## src/rtl/fecf_pkg.sv

```systemverilog
// Shared constants, beat and register types for the feedback echo comb filter.
`timescale 1ns / 1ps
`default_nettype none

package fecf_pkg;

  localparam int RING_DEPTH  = 131072;
  localparam int SAMPLE_BITS = 16;

  localparam int RING_AW = $clog2(RING_DEPTH);
  localparam int LEN_W   = RING_AW + 1;
  localparam int DELAY_W = 17;
  localparam int RLEN_W  = 18;
  localparam int GAIN_W  = 16;
  localparam int CMP_W   = (LEN_W > RLEN_W) ? LEN_W : RLEN_W;

  localparam int PROD_W = SAMPLE_BITS + GAIN_W + 2;
  localparam int FB_W   = SAMPLE_BITS + 1;
  localparam int SUM_W  = SAMPLE_BITS + 2;

  localparam logic signed [SUM_W-1:0] SAT_HI = SUM_W'((1 << (SAMPLE_BITS - 1)) - 1);
  localparam logic signed [SUM_W-1:0] SAT_LO = ~SAT_HI;

  // APB register map
  localparam int ADDR_W    = 4;
  localparam int DATA_W    = 32;
  localparam int REG_IDX_W = 2;

  localparam logic [REG_IDX_W-1:0] REG_DELAY = 2'd0;
  localparam logic [REG_IDX_W-1:0] REG_RLEN  = 2'd1;
  localparam logic [REG_IDX_W-1:0] REG_GAIN  = 2'd2;

  localparam logic [DELAY_W-1:0] RST_DELAY = 17'd22050;
  localparam logic [RLEN_W-1:0]  RST_RLEN  = 18'd88200;
  localparam logic [GAIN_W-1:0]  RST_GAIN  = 16'd16384;

  typedef struct packed {
    logic signed [SAMPLE_BITS-1:0] sample_in;
    logic                          block_end_in;
  } in_beat_t;

  typedef struct packed {
    logic signed [SAMPLE_BITS-1:0] sample_out;
    logic                          block_end_out;
  } out_beat_t;

  typedef struct packed {
    logic [DELAY_W-1:0] delay_samples;
    logic [RLEN_W-1:0]  ring_length;
    logic [GAIN_W-1:0]  feedback_gain;
  } cfg_t;

endpackage

`default_nettype wire

```

## src/rtl/fecf_regs.sv

```systemverilog
// APB configuration registers: delay, ring length and feedback gain.
`timescale 1ns / 1ps
`default_nettype none

module fecf_regs
  import fecf_pkg::*;
(
  input  wire logic                 clk,
  input  wire logic                 rst_n,
  input  wire logic                 wr_en,
  input  wire logic [REG_IDX_W-1:0] idx,
  input  wire logic [DATA_W-1:0]    wdata,
  output logic      [DATA_W-1:0]    rdata,
  output cfg_t                      cfg
);

  cfg_t cfg_r;
  cfg_t cfg_nxt;

  always_comb begin
    cfg_nxt = cfg_r;
    if (wr_en) begin
      unique case (idx)
        REG_DELAY: cfg_nxt.delay_samples = wdata[DELAY_W-1:0];
        REG_RLEN:  cfg_nxt.ring_length   = wdata[RLEN_W-1:0];
        REG_GAIN:  cfg_nxt.feedback_gain = wdata[GAIN_W-1:0];
        default:   cfg_nxt = cfg_r;
      endcase
    end
  end

  always_ff @(posedge clk) begin
    if (!rst_n) begin
      cfg_r.delay_samples <= RST_DELAY;
      cfg_r.ring_length   <= RST_RLEN;
      cfg_r.feedback_gain <= RST_GAIN;
    end else begin
      cfg_r <= cfg_nxt;
    end
  end

  always_comb begin
    unique case (idx)
      REG_DELAY: rdata = DATA_W'(cfg_r.delay_samples);
      REG_RLEN:  rdata = DATA_W'(cfg_r.ring_length);
      REG_GAIN:  rdata = DATA_W'(cfg_r.feedback_gain);
      default:   rdata = '0;
    endcase
  end

  assign cfg = cfg_r;

endmodule

`default_nettype wire

```

## config.mk

```make
export PLATFORM = sky130hd
export DESIGN_NAME = fecf_regs
export DESIGN_NICKNAME = d
export VERILOG_FILES = /design/src/rtl/fecf_pkg.sv /design/src/rtl/fecf_regs.sv
export SDC_FILE = /design/constraint.sdc
export NUM_CORES = 1
export LEC_CHECK = 0
export ABC_AREA = 1
export BUFFER_PORTS_ARGS = -buffer_cell sky130_fd_sc_hd__buf_2
export CAP_MARGIN = 20
export CORE_UTILIZATION = 35
export DETAILED_ROUTE_END_ITERATION = 16
export GPL_ROUTABILITY_DRIVEN = 0
export GPL_TIMING_DRIVEN = 0
export HOLD_SLACK_MARGIN = 0.08
export SLEW_MARGIN = 20
export SYNTH_ARGS = -nofsm -noshare
export SYNTH_HDL_FRONTEND = slang
export SYNTH_SLANG_ARGS = --single-unit
```

## constraint.sdc

```tcl
create_clock -name clk -period 1.6 [get_ports clk]
set_input_delay 0.32 -clock clk [delete_from_list [all_inputs] [get_ports clk]]
set_output_delay 0.32 -clock clk [all_outputs]
set_load 0.02 [all_outputs]
```

==> flow_summary.ini, run 1 <==
[cells_and_area]
area_growth_syn_to_layout_pct = 32.1
n_antenna_cell = 0
largest_reg_flops = 51
fill_cells = 755
post-route-cell-area_um2 = 3270
drive_gt1_share_pct = 27.2
nNetsFinal = 536

[yosys]
yosysTopAreaCellShare_pct = 41.2
ys_seq_elements = 51
synthesis.area_um2 = 2480
synth_edf_count = 0
yosys-top-cells-count = nand2_1 (120), nor2_1 (66), dfxtp_1 (51)
ys.flop_type = dfxtp_1
seq_area_frac_synth_pct = 41.2
yosysTopAreaCell = dfxtp_1
synth_most_common_cell = nand2_1
yosysWarningCount = 0
netlist_instances = 384
synth_area_per_cell_um2 = 6.45
ys_types = 15
synthArstFlopShare_pct = 0
synth.area.top_cells = dfxtp_1 (41%), nand2_1 (18%), nor2_1 (10%)

[power_and_ir_drop]
leakagePower_nw = 1.84
p_switching_mw = 0.905
irDropWorstVdd_mv = 0.386
p_seq_share_pct = 46.7
clockPowerShare_pct = 31.9
pwr-share-comb_pct = 21.4
powerDensity_nw_per_um2 = 905
p_int_mw = 2.06
switching_share_pct = 30.5

[worst_setup_path]
crit_slowest_cell = o211ai_1
reg2regPathDepth = 4
cp-end-kind = output pin
setup.worst_path.class = input pin to output pin
cp.arrival_ns = 1.25
crit_buf_inv = 4
start_kind = input pin
cp_max_fo = 10
cpPeakStageDelay_ns = 0.21
required_ns = 1.28
crit_path_cell_trace = buf_2 > inv_2 > nand2_1 > buf_6 > o211ai_1 > buf_4
critical_path_depth = 6
critPathTopFamily = buffers and inverters

[global_route]
grt_max_degree = 16
grt_pass1_vias = 2414
grt_remaining_overflow = 0
grt_pass1_wl_um = 11800
track_usage_pct = 20.7
antenna_found_initial = 0

[route]
viasPerCell = 4.55
detail_route.wirelength_um = 7600
drt_first_pass_iters = 4
vias = 2713
drtIter0Drc = 83
routedWlPerCell_um = 12.8
drc = 0
antenna_left = 0

[timing]
period_share_pct = 97.9
setup_viol = 0
worst_pin_slew_ns = 0.633
fin_skew_ns = 0
relSlewSlack_pct = 57.8
holdWs_ns = 0.242
finalHoldViolCount = 0
slew_viol_final = 0
max_freq_mhz = 639
rsz0062_at_grt = yes
period_minus_slack_ns = 1.57

[min_path]
hold_depth = 3
hold_path.class = input pin to register

[clock_network]
cts_inserted_buffers = 5
cts_tree = yes
cts.clk_slew.worst_paths_ns = 0.09
clk_latency_ns = 0.31
clockRootBuffer = clkbuf_8
cts.htree.levels = 2
clockBufferDepth = 2
clock_sinks = 51

[floorplan]
initial_core_util_pct = 36.3
rows = 30
io_pins = 120
dieHeight_um = 86.2
coreArea_um2 = 6830
die_x_um = 86.2
dieArea_um2 = 7420

[place]
hpwl_um = 5430
placed_area_um2 = 3100
portBuffers = 90

[flow_run]
maxCapViolations = 0

[outcome]
status = finished, final reports clean
[area by class of cell]
type                            instances  area, um2  share of cell area [%]
Buffer                                 37        233                    7.11
Clock buffer                            6       82.6                    2.52
Clock inverter                          2       35.0                    1.07
Inverter                               40        150                    4.59
Multi-Input combinational cell        269       1140                    34.9
Sequential cell                        51       1020                    31.2
Tap cell                               96        120                    3.67
Timing Repair Buffer                   95        490                    15.0
[cell families (layout without fill, tap and decap cells)]
logic type | after synthesis | count (layout) | synth area share, %
other | 1 | 14 | 0.151
AO/OA/AOI/OAI | 22 | 22 | 5.55
AND/OR/NAND/NOR | 233 | 233 | 38.2
flip-flops | 51 | 51 | 41.2
buffers and inverters | 77 | 180 | 14.9
[routing by layer]
| layer | global-route usage [%] | vias up | share of wire (%) |
|---|---|---|---|
| li1 | - | 1372 | - |
| met1 | 26.9 | 1254 | 45 |
| met2 | 35.1 | 81 | 47 |
| met3 | 4.14 | 6 | 6.3 |
| met4 | 5.15 | 0 | 0.72 |
| met5 | 0 | - | 0 |
[through the flow]
step	power, mW	setup TNS, ns	instances	util (%)	worst slack, ns
4_1_cts	2.98	0	596	47.8	0.00932
2_1_floorplan	1.81	0	397	-	0.275
6_report	2.96	0	596	47.9	0.0340
3_5_place_dp	2.03	-1.04	583	45.3	-0.122
5_1_grt	3.10	-0.258	596	47.9	-0.0469
3_3_place_gp	2.02	-1.10	583	45.3	-0.119
[repair_timing]
action / in CTS / in global routing
gates cloned: 0 / 0
pin swaps: 3 / 1
setup buffers: 5 / 0
setup endpoints to repair: 17 / 10
hold buffers: 0 / 0
gates resized for setup: 5 / 2
[power by group through the flow]
stage	sequential (mW)	combinational [mW]	clock, mW
2_1_floorplan	1.49	0.325	0
3_3_place_gp	1.41	0.612	0
3_5_place_dp	1.41	0.618	0
4_1_cts	1.38	0.633	0.967
5_1_grt	1.39	0.699	1.01
6_report	1.38	0.634	0.947
[tightest hold or removal path: stages]
cell    delay [ns]
buf_2         0.07
nor2_1        0.03
nor2_1        0.09
[layout by cell type, fill, tap and decap left out]
master     Yosys  layout
a21oi_1       11      11
buf_1          5       5
buf_2         10      95
buf_4         18      27
buf_6          0       1
bufinv_16      0       1
clkbuf_1       4       4
clkbuf_8       0       6
clkinv_2       0       1
conb_1         1      14
dfxtp_1       51      51
inv_1         38      38
inv_2          2       2
nand2_1      120     120
nand3_1       44      44
nor2_1        66      66
nor2_4         2       3
o211ai_1      11      11
[path summary, 6_finish.rpt]
kind / from / end / slack (ns)
max reg2reg: cfg[10] / cfg[10] / 0.91
max: idx[1] / rdata[10] / 0.03
min: wdata[17] / cfg[33] / 0.24
min reg2reg: cfg[46] / cfg[46] / 0.49
Note: power is estimated with default switching activity, not from simulation.
==> inputs of run 2 (changes only) <==
REMOVE_ABC_BUFFERS = 1   (was unset)
==> run 2 against run 1 <==
  * Worst setup slack better by 0.052 ns
  * Clock power down 15%
  * Sequential share of layout area is 1.4 points higher
  * Wire length down 13%
  * Cell count decreased by 5.5%
  * Fmax is 3.4% higher
  * Global-route usage down 2.7 points
  * Combinational power down 5.8%
  * Flip-flop and latch count stayed put
  * Critical endpoint is now rdata[14]
==> flow_summary.ini, run 2 (synthesis results as in run 1) <==
[outcome]
status = finished, final reports clean

[cells_and_area]
drive_gt1_share_pct = 24.4
final_cell_count_no_fill = 563
layout_common_cells = nand2_1 (119), buf_2 (83), nor2_1 (66), dfxtp_1 (51), nand3_1 (42)
final_common_cell = nand2_1
largest_reg_flops = 51
nNetsFinal = 503
post-route-util_pct = 45.9
area_growth_syn_to_layout_pct = 26.4
n_antenna_cell = 0

[worst_setup_path]
cp.arrival_ns = 1.19
crit_slowest_cell = nor2_4
critPathTopFamily = buffers and inverters
crit_buf_inv = 3
cp_max_fo = 10
cpPeakStageDelay_ns = 0.25
setup.worst_path.class = input pin to output pin
crit_path_cell_trace = buf_4 > inv_2 > nor2_4 > nand2_1 > nand3_1 > buf_2
required_ns = 1.28
rrSetupSlack_ns = 0.90
cp-end-kind = output pin
start_kind = input pin

[clock_network]
cts.htree.levels = 2
cts.clk_slew.worst_paths_ns = 0.09
clockRootBuffer = clkbuf_8
cts_tree = yes
clockBufferDepth = 2
cts_inserted_buffers = 5
postCtsHoldBufs = 0
clk_latency_ns = 0.29
clock_sinks = 51

[timing]
rsz0062_at_grt = no
period_minus_slack_ns = 1.51
finalHoldViolCount = 0
fin_skew_ns = 0
max_freq_mhz = 661
worst_pin_slew_ns = 0.993
period_share_pct = 94.6
slew_viol_final = 0
setup_viol = 0
setup_tns_ns = 0
relSlewSlack_pct = 33.7
fin_ws_ns = 0.0861

[route]
drc = 0
detail_route.wirelength_um = 6610
viasPerCell = 4.47
vias = 2514
antenna_left = 0
drtIter0Drc = 113
drt_first_pass_iters = 4
routedWlPerCell_um = 11.7

[global_route]
grt_remaining_overflow = 0
grt_max_degree = 52
grt_pass1_vias = 2171
antenna_found_initial = 0
track_usage_pct = 18.0
grt_pass1_wl_um = 10600

[floorplan]
dieHeight_um = 86.2
io_pins = 120
rows = 30
dieArea_um2 = 7420
coreArea_um2 = 6830
initial_core_util_pct = 36.3
die_x_um = 86.2

[power_and_ir_drop]
finalPower_mw = 2.78
leakagePower_nw = 1.71
irDropWorstVdd_mv = 0.436
powerDensity_nw_per_um2 = 889

[min_path]
hold_path.class = input pin to register

[place]
pre_cts_ws_ns = -0.792
hpwl_um = 3940
placed_cells = 547
portBuffers = 91

[flow_run]
maxCapViolations = 0
run 2: changes by cell type in the layout (fill, tap and decap cells not counted), sizes merged:
cell | previous run | this run
bufinv | 1 | 0
clkinv | 1 | 0
nor2 | 69 | 71
clkbuf | 10 | 8
buf | 128 | 97
run 2: final timing paths:
kind	from	endpoint	cells past startpoint
worst max-delay path	idx[0]	rdata[14]	6
worst min-delay path	wdata[17]	cfg[33]	3
worst max register to register	cfg[13]	cfg[13]	4
worst min register to register	cfg[32]	cfg[32]	2
run 2: metal layers:
layer  vias to the layer above  routed length, um  track usage [%]
li1                       1308                  -                -
met1                      1120               3180             24.1
met2                        80               3070             30.2
met3                         6                304             2.98
met4                         0                 53             4.39
met5                         -                  0                0
run 2: layout make-up:
type	instances	area [um2]
Fill cell	721	3700
Inverter	40	150
Clock buffer	8	100
Multi-Input combinational cell	271	1190
Tap cell	96	120
Sequential cell	51	1020
Timing Repair Buffer	97	549
run 2: report_power, final:
part           total (mW)  switching, mW  internal, mW
logic               0.597          0.404         0.192
clock network       0.806          0.410         0.396
registers            1.38         0.0457          1.34
total                2.78          0.860          1.92
run 2: through the flow:
step                hold slack, ns  cell area [um2]
floorplan                    0.404             2310
global placement             0.475             2880
detailed placement           0.476             2890
CTS                          0.241             3090
global route                 0.235             3130
finish                       0.261             3130
run 2: what timing repair did:
item,CTS,global route
pin swaps,3,2
resized for setup,9,7
gates cloned,2,0
hold endpoints to repair,0,0
setup endpoints to repair,58,12
setup buffers,5,1
run 2: worst reg2reg max path: cells and delay by family (launching register included):
kind                   cells  cell delay [ns]
and+or+nand+nor            3             0.23
DFF                        1             0.37
buffers and inverters      1             0.05
==> inputs of run 3 (changes only) <==
--- a/config.mk
+++ b/config.mk
@@ -16,2 +16,3 @@
 export REMOVE_ABC_BUFFERS = 1
+export SETUP_SLACK_MARGIN = 0.1
 export SLEW_MARGIN = 20
==> constraint.sdc (replaced) <==
create_clock -name clk -period 1.6 [get_ports clk]
set_input_delay 0.16 -clock clk [delete_from_list [all_inputs] [get_ports clk]]
set_output_delay 0.16 -clock clk [all_outputs]
set_load 0.02 [all_outputs]
==> run 3 against run 2 <==
  * Total power decreased by 1.4%
  * Largest cell class unchanged
  * Fmax is 6.3% higher
  * Clock skew unchanged
  * Wire length decreased by 4.1%
  * Flip-flop and latch count unchanged
  * Utilization is 1.2 points lower
  * Sequential power hardly changed
==> flow_summary.ini, run 3 (synthesis results as in run 1) <==
[outcome]
status = finished, final reports clean

[timing]
slew_viol_final = 0
worst_pin_slew_ns = 0.986
relSlewSlack_pct = 34.2
fin_skew_ns = 0
setup_viol = 0
finalHoldViolCount = 0
setup_tns_ns = 0
period_minus_slack_ns = 1.42
period_share_pct = 89.0
max_freq_mhz = 702
rsz0062_at_grt = yes

[cells_and_area]
multi_input_area_um2 = 1170
n_antenna_cell = 0
largest_reg_flops = 51
regArea_um2 = 1020
drive_gt1_share_pct = 23.4
area_growth_syn_to_layout_pct = 23.0
final_common_cell = nand2_1
fill_cells = 734
layout_common_cells = nand2_1 (119), buf_2 (91), nor2_1 (66), dfxtp_1 (51), nand3_1 (42)
nNetsFinal = 498
final_cell_count_no_fill = 558
post-route-util_pct = 44.6

[worst_setup_path]
startpoint = idx[0]
required_ns = 1.44
cp_max_fo = 12
crit_path_end = rdata[7]
cp-end-kind = output pin
reg2regPathDepth = 4
timing.rr.end = cfg[3]
setup.worst_path.class = input pin to output pin
worstReg2RegStart = cfg[3]
start_kind = input pin
cp.arrival_ns = 1.26
rrSetupSlack_ns = 0.90

[clock_network]
cts_inserted_buffers = 5
clockBufferDepth = 2
cts.htree.levels = 2
cts_tree = yes
clk_latency_ns = 0.29
clockRootBuffer = clkbuf_8
cts.clk_slew.worst_paths_ns = 0.09
clock_sinks = 51

[floorplan]
io_pins = 120
coreArea_um2 = 6830
dieArea_um2 = 7420
initial_core_util_pct = 36.3
dieHeight_um = 86.2
die_x_um = 86.2
rows = 30

[place]
placed_cells = 547
portBuffers = 91
hpwl_um = 3940

[route]
routedWlPerCell_um = 11.4
antenna_left = 0
vias = 2484
drtIter0Drc = 113
drc = 0
drt_first_pass_iters = 4
viasPerCell = 4.45
detail_route.wirelength_um = 6340

[flow_run]
maxCapViolations = 0

[power_and_ir_drop]
powerDensity_nw_per_um2 = 901
leakagePower_nw = 1.68
irDropWorstVdd_mv = 0.435
finalPower_mw = 2.75

[global_route]
grt_max_degree = 52
track_usage_pct = 17.3
grt_remaining_overflow = 0
grt_pass1_vias = 2149
grt_pass1_wl_um = 10300
antenna_found_initial = 0

[min_path]
hold_path.class = input pin to register
[run 3: cell type report]
cell class	count	share of cell area [%]
Multi-Input combinational cell	270	38.4
Sequential cell	51	33.5
Timing Repair Buffer	93	15.9
Inverter	40	4.93
Tap cell	96	3.94
Clock buffer	8	3.28
[run 3: per-layer routing]
layer  vias up  wire, um  GRT usage, %
met5         -         0             0
met2        70      3010          29.4
li1       1297         -             -
met4         0        25          4.09
met1      1115      3050          22.8
met3         2       264          2.98
[run 3: repair_timing]
item / CTS / global route
hold endpoints to repair: 0 / 1
cloned: 1 / 0
pin swaps: 1 / 1
resized for setup: 2 / 2
setup endpoints to repair: 57 / 33
hold buffers: 0 / 1
buffers inserted: 0 / 1
[run 3: stage by stage]
stage / hold slack (ns) / area (um2) / setup WS, ns
2_1_floorplan: 0.244 / 2310 / 0.408
3_3_place_gp: 0.385 / 2880 / -0.671
3_5_place_dp: 0.395 / 2890 / -0.632
4_1_cts: 0.0805 / 3010 / 0.0596
5_1_grt: 0.112 / 3050 / 0.0313
6_report: 0.115 / 3050 / 0.176
[run 3: power breakdown]
| group | leakage, nW | switching (mW) | total [mW] | internal, mW |
|---|---|---|---|---|
| logic | 1.21 | 0.395 | 0.569 | 0.173 |
| registers | 0.418 | 0.0455 | 1.38 | 1.34 |
| clock network | 0.0515 | 0.400 | 0.795 | 0.396 |
[run 3: how the worst min path moves through the flow]
stage	startpoint	end	slack [ns]	cells past startpoint
after floorplan	rst_n	cfg[35]	0.24	1
after global placement	wdata[17]	cfg[33]	0.38	3
after detailed placement	wdata[17]	cfg[33]	0.40	3
after CTS	wdata[17]	cfg[33]	0.08	3
after global routing	wdata[16]	cfg[32]	0.11	3
final	wdata[16]	cfg[32]	0.11	3
[run 3: critical path: stages]
cell	delay, ns
buf_2	0.24
inv_2	0.10
nor2_2	0.41
nand2_1	0.10
nand3_1	0.10
buf_2	0.16
